--- config.mk ---
export PLATFORM = sky130hd
export DESIGN_NAME = swm_cell
export DESIGN_NICKNAME = d
export VERILOG_FILES = /design/src/rtl/swm_pkg.sv /design/src/rtl/swm_cell.sv
export SDC_FILE = /design/constraint.sdc
export NUM_CORES = 1
export LEC_CHECK = 0
export ABC_AREA = 1
export BUFFER_PORTS_ARGS = -buffer_cell sky130_fd_sc_hd__clkbuf_2
export CELL_PAD_IN_SITES_DETAIL_PLACEMENT = 0
export CELL_PAD_IN_SITES_GLOBAL_PLACEMENT = 1
export CORE_UTILIZATION = 35
export CTS_BUF_LIST = sky130_fd_sc_hd__clkbuf_4 sky130_fd_sc_hd__clkbuf_8
export DETAILED_ROUTE_END_ITERATION = 10
export GPL_ROUTABILITY_DRIVEN = 0
export PLACE_DENSITY_LB_ADDON = 0.2
export SLEW_MARGIN = 5
export SYNTH_ARGS = -nofsm -noshare
export SYNTH_HDL_FRONTEND = slang
export SYNTH_SLANG_ARGS = --single-unit
--- constraint.sdc ---
create_clock -name aclk -period 6.66 [get_ports aclk]
set_clock_uncertainty 0.2 [all_clocks]
set_input_delay 0.999 -clock aclk [delete_from_list [all_inputs] [get_ports aclk]]
set_output_delay 0.999 -clock aclk [all_outputs]
set_load 0.01 [all_outputs]
--- src/rtl/swm_pkg.sv ---
package swm_pkg;

    // Built defaults
    localparam int WINDOW_MAX_DEF  = 64;
    localparam int SAMPLE_BITS_DEF = 32;

    // Window length register
    localparam int         CFG_W     = 7;
    localparam logic [6:0] LEN_RESET = 7'd3;

    // Broadcast control from the top level to every cell
    typedef struct packed {
        logic step;  // an item is accepted this cycle
        logic full;  // window full before this item, so one entry is evicted
    } swm_ctl_t;

    // Status one cell shows its neighbours
    typedef struct packed {
        logic valid; // cell holds a window entry
        logic gt;    // held value is above the incoming sample
    } swm_flag_t;

endpackage

--- src/rtl/swm_cell.sv ---
module swm_cell #(
    parameter int WINDOW_MAX  = swm_pkg::WINDOW_MAX_DEF,
    parameter int SAMPLE_BITS = swm_pkg::SAMPLE_BITS_DEF,
    parameter int IDX         = 0,
    localparam int AGE_W      = (WINDOW_MAX > 1) ? $clog2(WINDOW_MAX) : 1,
    localparam int CNT_W      = $clog2(WINDOW_MAX + 1)
) (
    input  logic                          aclk,
    input  swm_pkg::swm_ctl_t             ctl,
    input  logic signed [SAMPLE_BITS-1:0] x,
    input  logic [AGE_W-1:0]              len_m1,
    input  logic [CNT_W-1:0]              fill,
    input  logic signed [SAMPLE_BITS-1:0] left_val,
    input  logic [AGE_W-1:0]              left_age,
    input  swm_pkg::swm_flag_t            left_flag,
    input  logic signed [SAMPLE_BITS-1:0] right_val,
    input  logic [AGE_W-1:0]              right_age,
    input  swm_pkg::swm_flag_t            right_flag,
    input  logic                          seen_in,
    output logic                          seen_out,
    output logic signed [SAMPLE_BITS-1:0] val_out,
    output logic [AGE_W-1:0]              age_out,
    output swm_pkg::swm_flag_t            flag_out
);
    import swm_pkg::*;

    typedef enum logic [1:0] {
        SRC_KEEP,
        SRC_NEW,
        SRC_LEFT,
        SRC_RIGHT
    } src_t;

    logic signed [SAMPLE_BITS-1:0] val_reg, val_next;
    logic [AGE_W-1:0]              age_reg, age_next;
    logic                          valid_me, gt_me, le_me;
    logic                          left_gt, right_le, is_evict;
    src_t                          src;

    // Local status
    assign valid_me = CNT_W'(IDX) < fill;
    assign gt_me    = val_reg > x;
    assign le_me    = valid_me && !gt_me;
    assign left_gt  = left_flag.valid && left_flag.gt;
    assign right_le = right_flag.valid && !right_flag.gt;

    // Freed slot: the oldest entry when full, else the first empty cell
    assign is_evict = ctl.full ? (valid_me && (age_reg == len_m1))
                               : (!valid_me && left_flag.valid);
    assign seen_out = seen_in || is_evict;

    assign val_out        = val_reg;
    assign age_out        = age_reg;
    assign flag_out.valid = valid_me;
    assign flag_out.gt    = gt_me;

    // Pick the source: below the freed slot shift up, above it shift down
    always_comb begin
        if (is_evict) begin
            if (left_gt) begin
                src = SRC_LEFT;
            end else if (right_le) begin
                src = SRC_RIGHT;
            end else begin
                src = SRC_NEW;
            end
        end else if (seen_in) begin
            if (right_le) begin
                src = SRC_RIGHT;
            end else if (le_me) begin
                src = SRC_NEW;
            end else begin
                src = SRC_KEEP;
            end
        end else begin
            if (le_me) begin
                src = SRC_KEEP;
            end else if (!left_gt) begin
                src = SRC_NEW;
            end else begin
                src = SRC_LEFT;
            end
        end
    end

    always_comb begin
        case (src)
            SRC_NEW: begin
                val_next = x;
                age_next = '0;
            end
            SRC_LEFT: begin
                val_next = left_val;
                age_next = left_age + AGE_W'(1);
            end
            SRC_RIGHT: begin
                val_next = right_val;
                age_next = right_age + AGE_W'(1);
            end
            default: begin
                val_next = val_reg;
                age_next = age_reg + AGE_W'(1);
            end
        endcase
    end

    // Advance on every accepted item
    always_ff @(posedge aclk) begin
        if (ctl.step) begin
            val_reg <= val_next;
            age_reg <= age_next;
        end
    end

endmodule

; Word level (Yosys, flattened, before mapping)
; Cells that the tools add are included.
[totals]
regBits = 38
word_cells = 33
output_inout_bits = 41
in_bits = 129
[op_classes]
reduce_logical = 11
n_eq_ne = 4
mux = 11
magnitude_cmp = 2
addsub = 3
[op_table]
columns = cell, n
row1 = case mux 32 bit (3 select lines), 1
row2 = > comparator 32 bit, 1
row3 = adder 6 x 1 -> 6 bit (second input constant), 3
row4 = case mux 6 bit (3 select lines), 1
row5 = 2-to-1 mux 2 bit, 7
row6 = less-than comparator 1 x 7 -> 1 bit (first input constant), 1
row7 = equality test 6 bit, 1
row8 = logical AND 1 bit, 5
row9 = equality test 2 bit (second input constant), 2
row10 = zero test 1 bit, 3
row11 = nonzero test 3 bit, 1
row12 = equality test 2 x 1 -> 1 bit (second input constant), 1
row13 = 2-to-1 mux 1 bit, 2
row14 = AND reduction 2 bit, 1
row15 = logical OR 1 bit, 1

; Longest topological paths before layout
; Gate-level depths: netlist (run 1).
[depth]
depth_word = 10
mapped_depth = 29
ltp_nobuf = 29

; Worst setup path before layout (run 1)
; No wires, ideal clock.
[synth_timing]
path_kind = in2reg
start = in x[31]
end = reg val_reg[0] (netlist: val_out[0]) (enable)
slack_ns = 2.516
n_path_buf = 3
required_time_ns = 6.073
t_arrival_ns = 3.557
path_stages = 17
path_cell_list = inv_1 -> ha_1 -> a21oi_1 -> o21a_1 -> nand2_1 -> a21oi_1 -> nand2_1 -> nand2_1 -> nand3_2 -> nand2_4 -> nand2_4 -> a21oi_4 -> buf_4 -> buf_4 -> buf_2 -> o21ai_0 -> inv_1
[synth_between]
elab_chain_cells = 10
[synth_rtl]
columns = item, line
row1 = from (decl), swm_cell.sv:10  ; input logic signed [SAMPLE_BITS-1:0] x,
row2 = > comparator 32 bit *, swm_cell.sv:42  ; assign gt_me = val_reg > x;
row3 = zero test 1 bit *, swm_cell.sv:43  ; assign le_me = valid_me && !gt_me;
row4 = logical AND 1 bit *, swm_cell.sv:43
row5 = 2-to-1 mux 1 bit, swm_cell.sv:70  ; end else if (le_me) begin
row6 = 2-to-1 mux 2 bit, swm_cell.sv:68  ; if (right_le) begin
row7 = 2-to-1 mux 2 bit *, swm_cell.sv:67  ; end else if (seen_in) begin
row8 = 2-to-1 mux 2 bit *, swm_cell.sv:59  ; if (is_evict) begin
row9 = equality test 2 bit / equality test 2 x 1 -> 1 bit (equally long branches), swm_cell.sv:87  ; case (src)
row10 = nonzero test 3 bit (no line) *, -
row11 = AND reduction 2 bit (no line) *, -
row12 = to (signal assigned), swm_cell.sv:110  ; val_reg <= val_next;
row13 = to (decl), swm_cell.sv:34  ; logic signed [SAMPLE_BITS-1:0] val_reg, val_next;
; Mark *: on every way between the ends. The rest lies on a longest branch, timed or not.
; A chain may end at the register's enable or synchronous reset.

; Final worst setup path (run 1)
[layout_timing]
start = in x[5]
end = reg age_reg[5] (netlist: age_out[5]) (data pin)
[layout_between]
elab_chain_cells = 9
[layout_rtl]
columns = item, line
row1 = > comparator 32 bit *, swm_cell.sv:42
row2 = zero test 1 bit *, swm_cell.sv:43
row3 = logical AND 1 bit *, swm_cell.sv:43
row4 = 2-to-1 mux 1 bit, swm_cell.sv:70
row5 = 2-to-1 mux 2 bit, swm_cell.sv:68
row6 = 2-to-1 mux 2 bit *, swm_cell.sv:67
row7 = 2-to-1 mux 2 bit *, swm_cell.sv:59
row8 = equality test 2 bit / equality test 2 x 1 -> 1 bit (equally long branches), swm_cell.sv:87
row9 = case mux 6 bit (3 select lines) *, swm_cell.sv:87
row10 = to (signal assigned), swm_cell.sv:111  ; age_reg <= age_next;
row11 = to (decl), swm_cell.sv:35  ; logic [AGE_W-1:0] age_reg, age_next;
; Marks and branches as above.

==> results of run 1 <==
==> kinds of logic after synthesis <==
logic type | synth area share (%)
adders and majority gates | 12.8
DFF | 35.3
buffers and inverters | 10.2
xor gates and xnor gates | 1.63
AOI/OAI and AO/OA | 13.1
and+or+nand+nor | 27.0
==> cells in the final DEF (no fill, tap or decap) <==
cell	synthesis	layout
clkbuf_2	0	169
nand2_1	90	90
inv_1	58	58
nand3_1	43	43
edfxtp_1	38	38
ha_1	33	33
o211ai_1	31	31
nor2_1	21	21
a21oi_1	17	17
nand4_1	7	7
xor2_1	6	6
o21ai_0	5	5
clkbuf_8	0	5
nor2_2	5	4
nand3_2	4	4
nand2_2	4	4
or2_1	4	4
nand2_4	3	3
inv_2	2	2
o21a_1	2	2
a21oi_4	2	2
nor2_4	1	2
clkinv_1	1	2
bufinv_16	0	2
buf_4	4	2
nor4_2	1	1
a21o_1	1	1
nor4_1	1	1
nor3_2	1	1
o21bai_1	1	1
a21boi_0	1	1
a21oi_2	1	1
==> through the flow <==
step / worst slack, ps / power (mW) / util, % / area (µm²) / instances
detailed placement: 1760 / 0.725 / 46.9 / 4130 / 663
CTS: 2080 / 0.959 / 48.4 / 4260 / 671
floorplan: 2520 / 0.594 / - / 3230 / 401
global route: 1750 / 1.02 / 48.4 / 4260 / 671
global placement: 1850 / 0.719 / 46.9 / 4130 / 663
finish: 2170 / 0.946 / 48.4 / 4260 / 671
==> cell type report <==
cell class / count / share of cell area [%]
multi-input cells: 285 / 41.4
well taps: 108 / 3.17
flip-flops and latches: 38 / 26.8
clock inverters: 3 / 1.50
inverters: 61 / 5.37
repair buffers: 171 / 20.2
clock buffers: 5 / 1.61
==> how the worst max path moves through the flow <==
stage                     depth (start not counted)   from         end
after floorplan                                  17  x[31]  val_out[0]
final                                            23   x[5]  age_out[5]
after detailed placement                         21  x[13]  age_out[5]
after global routing                             23   x[5]  age_out[5]
after CTS                                        21  x[13]  age_out[5]
after global placement                           21  x[13]  age_out[5]
==> sequential cells by signal, indices dropped and copies added, names as in the netlist <==
| signal | cells |
|---|---|
| val_out | 32 |
| age_out | 6 |
==> layer usage <==
metal | routed length, µm | track usage, % | vias up
li1 | - | - | 1683
met1 | 3980 | 24.8 | 1427
met2 | 4240 | 33.3 | 107
met3 | 548 | 3.51 | 4
met4 | 54 | 3.15 | 0
met5 | 0 | 0 | -
==> power breakdown <==
part	internal, mW	switching [mW]
logic	0.146	0.222
clock network	0.148	0.0845
registers	0.319	0.0258
==> worst max-delay path, stage by stage <==
cell and delay [ps]:
clkbuf_2 70, inv_1 50, ha_1 310, a21oi_1 190, nor2_1 60, nor2_1 80, nand2_1 60, nand2_1 50
nand2_1 70, nand2_1 80, nand2_1 50, nand2_1 70, nand3_2 90, nand2_4 110, nand2_4 50, a21oi_4 630
inv_2 190, nor2_4 680, nand2_1 110, nand2_1 90, nor2_1 50, nand4_1 80, a21oi_1 60
==> results_dict.tcl, run 1 <==
set metrics [dict create \
    core_mm2 0.00881 \
    syn-instance-count 401 \
    synth_most_common_cell "nand2_1" \
    drt_iter0_drc 79 \
    maxSlewViolCount 0 \
    multi_input_area_mm2 0.00176 \
    cp.arrival_ps 4320 \
    synthTopCellsByCount "nand2_1, inv_1, nand3_1" \
    startpoint_type "input pin" \
    cts_max_level 2 \
    status "complete, but fails checks" \
    cts_sinks 38 \
    cts_tree "done" \
    synthFlopType "edfxtp_1" \
    antenna_found_initial 0 \
    worstHoldStart "age_out[5]" \
    synth_top_area_share_pct 35.3 \
    dr.pass1.iters 10 \
    max_freq_mhz 223 \
    crit_type "in -> reg" \
    relSlewSlack_pct 40.7 \
    overflow 0 \
    max_cap_viol_count 0 \
    vias 3221 \
    start_util_pct 36.7 \
    power.density_mw_per_mm2 222 \
    finalCriticalPeriod_ps 4490 \
    syn_area_mm2 0.00323 \
    failed_checks "design-rule violations" \
    yosys_register_bits 38 \
    clockRootBuffer "clkbuf_8" \
    synth_nets 563 \
    synth-edff-count 38 \
    portBuffers 169 \
    grt_pass1_wl_mm 14.6 \
    die-height_um 98.1 \
    drive_gt1_share_pct 35.9 \
    r2r_cells 21 \
    critPathMaxFanout 33 \
    p_leak_nw 2.20 \
    postCtsSetupBuffers 0 \
    num_rows 34 \
    worst_pin_slew_ps 889 \
    drt-total-wl_mm 8.83 \
    cts_buffers 5 \
    hold_buffers 0 \
    async_reset_ff_share_pct 0 \
    yosysUniqueCellTypes 32 \
    area_growth_pct 32.0 \
    crit_path_end_kind "flop" \
    routed_via_density 4.80 \
    setup_viol 0 \
    min_delay_path_depth 5 \
    cts.clk_slew.worst_paths_ps 80 \
    drc 12 \
    peakVddDrop_v 0.0000836 \
    ios 170 \
    regArea_mm2 0.00114 \
    dp_hpwl_mm 7.22 \
    synthTopCellsByArea "edfxtp_1, ha_1, nand2_1, o211ai_1, inv_1" \
    hold_violations 0 \
    rsz0062_at_grt "false" \
    antenna_left 0 \
    dieWidth_um 98.1 \
    cts_resized 0 \
    yosys_warnings 0 \
    yosysSeqAreaShare_pct 35.3 \
    grt_max_degree 47 \
    hp-class "reg -> reg" \
    nets 724 \
    diodes 0 \
    hold-path-endpoint "age_out[5]" \
    synth_top_area_cell "edfxtp_1" \
    cp.required_ps 6490 \
    fin_tns_setup_ps 0 \
    syn_avg_cell_area_um2 8.05 \
    die_area_mm2 0.00961 \
    wl_per_cell_um 13.2 \
    n_fill_cell 902 \
    reg2reg_to "age_out[5]" \
    cts_buffer_depth 2 \
    r2r_setup_slack_ps 2580 \
    grt_use_total_pct 19.1 \
    insertion_delay_ps 290 \
    min_period_over_period_pct 67.4 \
    r2r_start "val_out[5]" \
    grt_pass1_vias 3125 \
    whs_ps 682 \
]
Power figures use the tool's default switching activity.
==> run 2: changes to the inputs <==
ABC_AREA = 0   (was 1)
CORE_UTILIZATION = 33   (was 35)
clock period = 4.2 ns   (was 6.66 ns; I/O delays follow)
==> results_dict.tcl, run 2 <==
set metrics [dict create \
    status "complete, no violations" \
    cp-endpoint "age_out[5]" \
    drive_gt1_share_pct 37.7 \
    syn_area_mm2 0.00321 \
    yosys_register_bits 38 \
    ios 170 \
    finalCriticalPeriod_ps 3810 \
    critPathMaxFanout 6 \
    wl_per_cell_um 13.7 \
    synth_top_area_cell "edfxtp_1" \
    clockRootBuffer "clkbuf_8" \
    num_rows 35 \
    final_common_cell "clkbuf_2" \
    hold_violations 0 \
    reg2reg_to "age_out[5]" \
    max_freq_mhz 263 \
    postCtsSetupBuffers 0 \
    cp.arrival_ps 3760 \
    cts_resized 0 \
    grt_max_degree 45 \
    dieWidth_um 101 \
    antenna_left 0 \
    yosysSeqAreaShare_pct 35.6 \
    yosysUniqueCellTypes 45 \
    rsz0062_at_grt "false" \
    antenna_found_initial 0 \
    hp-class "in -> reg" \
    hold_buffers 0 \
    n_fill_cell 946 \
    cts_buffers 5 \
    syn-instance-count 349 \
    fin_tns_setup_ps 0 \
    final_cell_mix "clkbuf_2, nand2_1, o21ai_0" \
    relSlewSlack_pct 66.1 \
    drt-total-wl_mm 8.96 \
    routed_via_density 4.85 \
    crit_type "in -> reg" \
    crit_path_end_kind "flop" \
    syn_avg_cell_area_um2 9.19 \
    synth_most_common_cell "nand2_1" \
    p_leak_nw 2.24 \
    synthFlopType "edfxtp_1" \
    total_power_mw 1.41 \
    r2r_setup_slack_ps 430 \
    synthTopCellsByArea "edfxtp_1, ha_1, mux2i_1, o21ai_0, nand2_1" \
    r2r_cells 13 \
    nets 684 \
    largest_reg_flops 32 \
    worst_pin_slew_ps 508 \
    cts_buffer_depth 2 \
    cts_tree "done" \
    drc 0 \
    dr.pass1.iters 4 \
    maxSlewViolCount 0 \
    overflow 0 \
    insertion_delay_ps 300 \
    peakVddDrop_v 0.000176 \
    start_util_pct 34.4 \
    cts_max_level 2 \
    core_mm2 0.00933 \
    cts.clk_slew.worst_paths_ps 90 \
    die_area_mm2 0.0101 \
    multi_input_area_mm2 0.00188 \
    cp.required_ps 4150 \
    startpoint_type "input pin" \
    max_cap_viol_count 0 \
    synth-edff-count 38 \
    whs_ps 413 \
    synthTopCellsByCount "nand2_1, o21ai_0, edfxtp_1" \
    drt_iter0_drc 93 \
    placed_area_mm2 0.00425 \
    grt_pass1_wl_mm 13.8 \
    vias 3160 \
    grt_pass1_vias 2959 \
    grt_use_total_pct 17.6 \
    dp_hpwl_mm 7.34 \
    synth_nets 511 \
    power.density_mw_per_mm2 325 \
    async_reset_ff_share_pct 0 \
    yosys_warnings 0 \
    die-height_um 101 \
    startpoint "x[14]" \
    setup_viol 0 \
    min_period_over_period_pct 90.7 \
    cts_sinks 38 \
    area_growth_pct 35.8 \
    diodes 0 \
    synth_top_area_share_pct 35.6 \
    r2r_start "val_out[14]" \
    portBuffers 169 \
    regArea_mm2 0.00114 \
    fin_area_mm2 0.00435 \
]
==> run 2: where the power goes <==
part           internal (mW)  switching (mW)  total [mW]
Sequential             0.491          0.0359       0.527
Combinational          0.255           0.307       0.562
Clock                  0.175           0.149       0.324
Total                  0.922           0.491        1.41
==> run 2: stage by stage <==
stage | util [%] | setup WS (ps) | std cells
3_3_place_gp | 45.5 | 150 | 644
5_1_grt | 46.7 | 156 | 652
6_report | 46.7 | 392 | 652
4_1_cts | 46.7 | 370 | 652
2_1_floorplan | - | 223 | 349
3_5_place_dp | 45.5 | 77.8 | 644
==> run 2: area by class of cell <==
class / count / share of cell area, %
Clock buffer: 5 / 1.58
Timing Repair Buffer: 180 / 21.3
Clock inverter: 3 / 0.920
Sequential cell: 38 / 26.2
Tap cell: 129 / 3.71
Inverter: 36 / 3.10
Multi-Input combinational cell: 261 / 43.2
==> run 2: kinds of logic after synthesis <==
| family | Yosys count | synth area share [%] |
|---|---|---|
| compound gates | 96 | 18.9 |
| simple gates | 88 | 12.8 |
| buf+inv | 50 | 6.44 |
| flops | 38 | 35.6 |
| mux | 36 | 11.3 |
| fa+ha+maj | 33 | 12.9 |
| xor+xnor | 8 | 2.19 |
==> run 2: worst min path at each step <==
stage	cells after the start	from	to	slack [ps]
CTS	3	x[8]	val_out[8]	410
finish	3	x[24]	val_out[24]	410
global placement	2	age_out[0]	age_out[0]	590
floorplan	0	ctl[1]	age_out[0]	540
detailed placement	2	age_out[0]	age_out[0]	590
global route	3	x[8]	val_out[8]	410
==> run 2: layer usage <==
layer	GRT usage (%)	wire, µm	vias to the layer above
met5	0	0	-
met4	5.35	131	0
met3	2.84	438	9
met2	31.1	4270	107
met1	22.1	4120	1409
li1	-	-	1635
==> run 2: critical path: stages <==
cell and delay (ps):
clkbuf_2 90, inv_1 40, ha_1 310, nand4_1 190
nor4_1 380, buf_4 190, a21boi_1 200, o31a_1 250
o211ai_1 110, buf_4 170, o211ai_4 140, mux2i_1 150
o21a_1 220, or4_1 520, a21oi_1 150
==> run 3: changes to the inputs <==
CELL_PAD_IN_SITES_DETAIL_PLACEMENT = 1   (was 0)
==> results_dict.tcl, run 3 (synthesis results as in run 2) <==
set metrics [dict create \
    status "complete, no violations" \
    p_leak_nw 2.22 \
    cp_num_buf_inv 3 \
    largest_reg_flops 32 \
    drt-total-wl_mm 9.76 \
    diodes 0 \
    setup_viol 0 \
    postCtsSetupBuffers 0 \
    routed_via_density 4.96 \
    relSlewSlack_pct 68.0 \
    r2r_cells 12 \
    cts_resized 0 \
    power.density_mw_per_mm2 314 \
    num_rows 35 \
    r2r_start "val_out[30]" \
    cts.clk_slew.worst_paths_ps 90 \
    crit_path_end_kind "flop" \
    peakVddDrop_v 0.000161 \
    ios 170 \
    drc 0 \
    die-height_um 101 \
    cp_top_family "compound AO/OA/AOI/OAI gates" \
    drt_iter0_drc 60 \
    drive_gt1_share_pct 37.5 \
    grt_pass1_wl_mm 15.5 \
    cp.arrival_ps 3770 \
    wl_per_cell_um 15.0 \
    worst_pin_slew_ps 477 \
    grt_pass1_vias 3302 \
    final_cell_mix "clkbuf_2, nand2_1, o21ai_0" \
    critPathMaxFanout 6 \
    nets 684 \
    cts_sinks 38 \
    area_growth_pct 35.1 \
    stdcell_count 652 \
    cts_buffer_depth 2 \
    dp_hpwl_mm 8.31 \
    crit_slowest_cell "or4_1" \
    core_mm2 0.00933 \
    start_util_pct 34.4 \
    place_inst 644 \
    total_power_mw 1.36 \
    cts_buffers 5 \
    crit_type "in -> reg" \
    grt_max_degree 45 \
    hold-path-endpoint "val_out[22]" \
    max_cap_viol_count 0 \
    dieWidth_um 101 \
    crit_chain "clkbuf_2 > inv_1 > ha_1 > nand4_1 > nor3_1 > a211oi_1 > nand3_1 > o21ai_2 > inv_2 > o211ai_4 > mux2i_1 > o21a_1 > or4_1 > a21oi_1" \
    finalCriticalPeriod_ps 3830 \
    grt_use_total_pct 19.6 \
    clockRootBuffer "clkbuf_8" \
    cts_tree "done" \
    vias 3236 \
    cts_max_level 2 \
    hold_violations 0 \
    maxSlewViolCount 0 \
    antenna_left 0 \
    whs_ps 425 \
    max_freq_mhz 261 \
    insertion_delay_ps 300 \
    min_period_over_period_pct 91.1 \
    portBuffers 169 \
    hold_buffers 0 \
    fin_tns_setup_ps 0 \
    overflow 0 \
    n_fill_cell 1167 \
    final_common_cell "clkbuf_2" \
    die_area_mm2 0.0101 \
    slowest_delay_ps 530 \
    cp.required_ps 4140 \
    rsz0062_at_grt "false" \
    hp-class "in -> reg" \
    startpoint_type "input pin" \
    reg2reg_to "age_out[5]" \
    r2r_setup_slack_ps 430 \
    dr.pass1.iters 4 \
    antenna_found_initial 0 \
    worstHoldStart "x[22]" \
    min_delay_path_depth 3 \
]
run 3: how the worst max path moves through the flow:
stage	slack (ps)	cells past startpoint	to	start
global route	60	14	age_out[5]	x[30]
detailed placement	90	13	age_out[5]	x[7]
floorplan	220	11	val_out[0]	x[14]
global placement	150	13	age_out[5]	x[14]
finish	370	14	age_out[5]	x[30]
CTS	380	14	age_out[5]	x[30]
run 3: worst register-to-register path, stage by stage, from the launching register on:
cell and delay, ps:
edfxtp_1 410, ha_1 320, nand4_1 180, nor3_1 80
a211oi_1 460, nand3_1 230, o21ai_2 270, inv_2 110
o211ai_4 320, mux2i_1 150, o21a_1 220, or4_1 530
a21oi_1 150
run 3: through the flow:
stage / util (%) / area, µm² / worst slack (ps)
2_1_floorplan: - / 3220 / 223
4_1_cts: 46.4 / 4330 / 378
3_5_place_dp: 45.5 / 4250 / 85.5
5_1_grt: 46.4 / 4330 / 56.5
3_3_place_gp: 45.5 / 4250 / 150
6_report: 46.4 / 4330 / 372
run 3: power by group:
group	switching (mW)	internal (mW)
logic	0.317	0.257
clock network	0.139	0.121
registers	0.0353	0.491
total	0.491	0.869
run 3: cell type report:
| class | count | area, µm² | area share [%] |
|---|---|---|---|
| inverter | 36 | 135 | 3.12 |
| sequential | 38 | 1140 | 26.4 |
| clock inverter | 2 | 8.76 | 0.202 |
| clock buffer | 6 | 76.3 | 1.76 |
| tap | 129 | 161 | 3.73 |
| timing repair buffer | 180 | 928 | 21.4 |
| multi-input combinational | 261 | 1880 | 43.4 |
run 3: per-layer routing:
| layer | part of all wire [%] | GRT usage, % | up-vias |
|---|---|---|---|
| met5 | 0 | 0 | - |
| met4 | 0.78 | 3.68 | 0 |
| met3 | 4.0 | 2.84 | 5 |
| met2 | 51 | 37.1 | 90 |
| met1 | 44 | 23.5 | 1515 |
| li1 | - | - | 1626 |
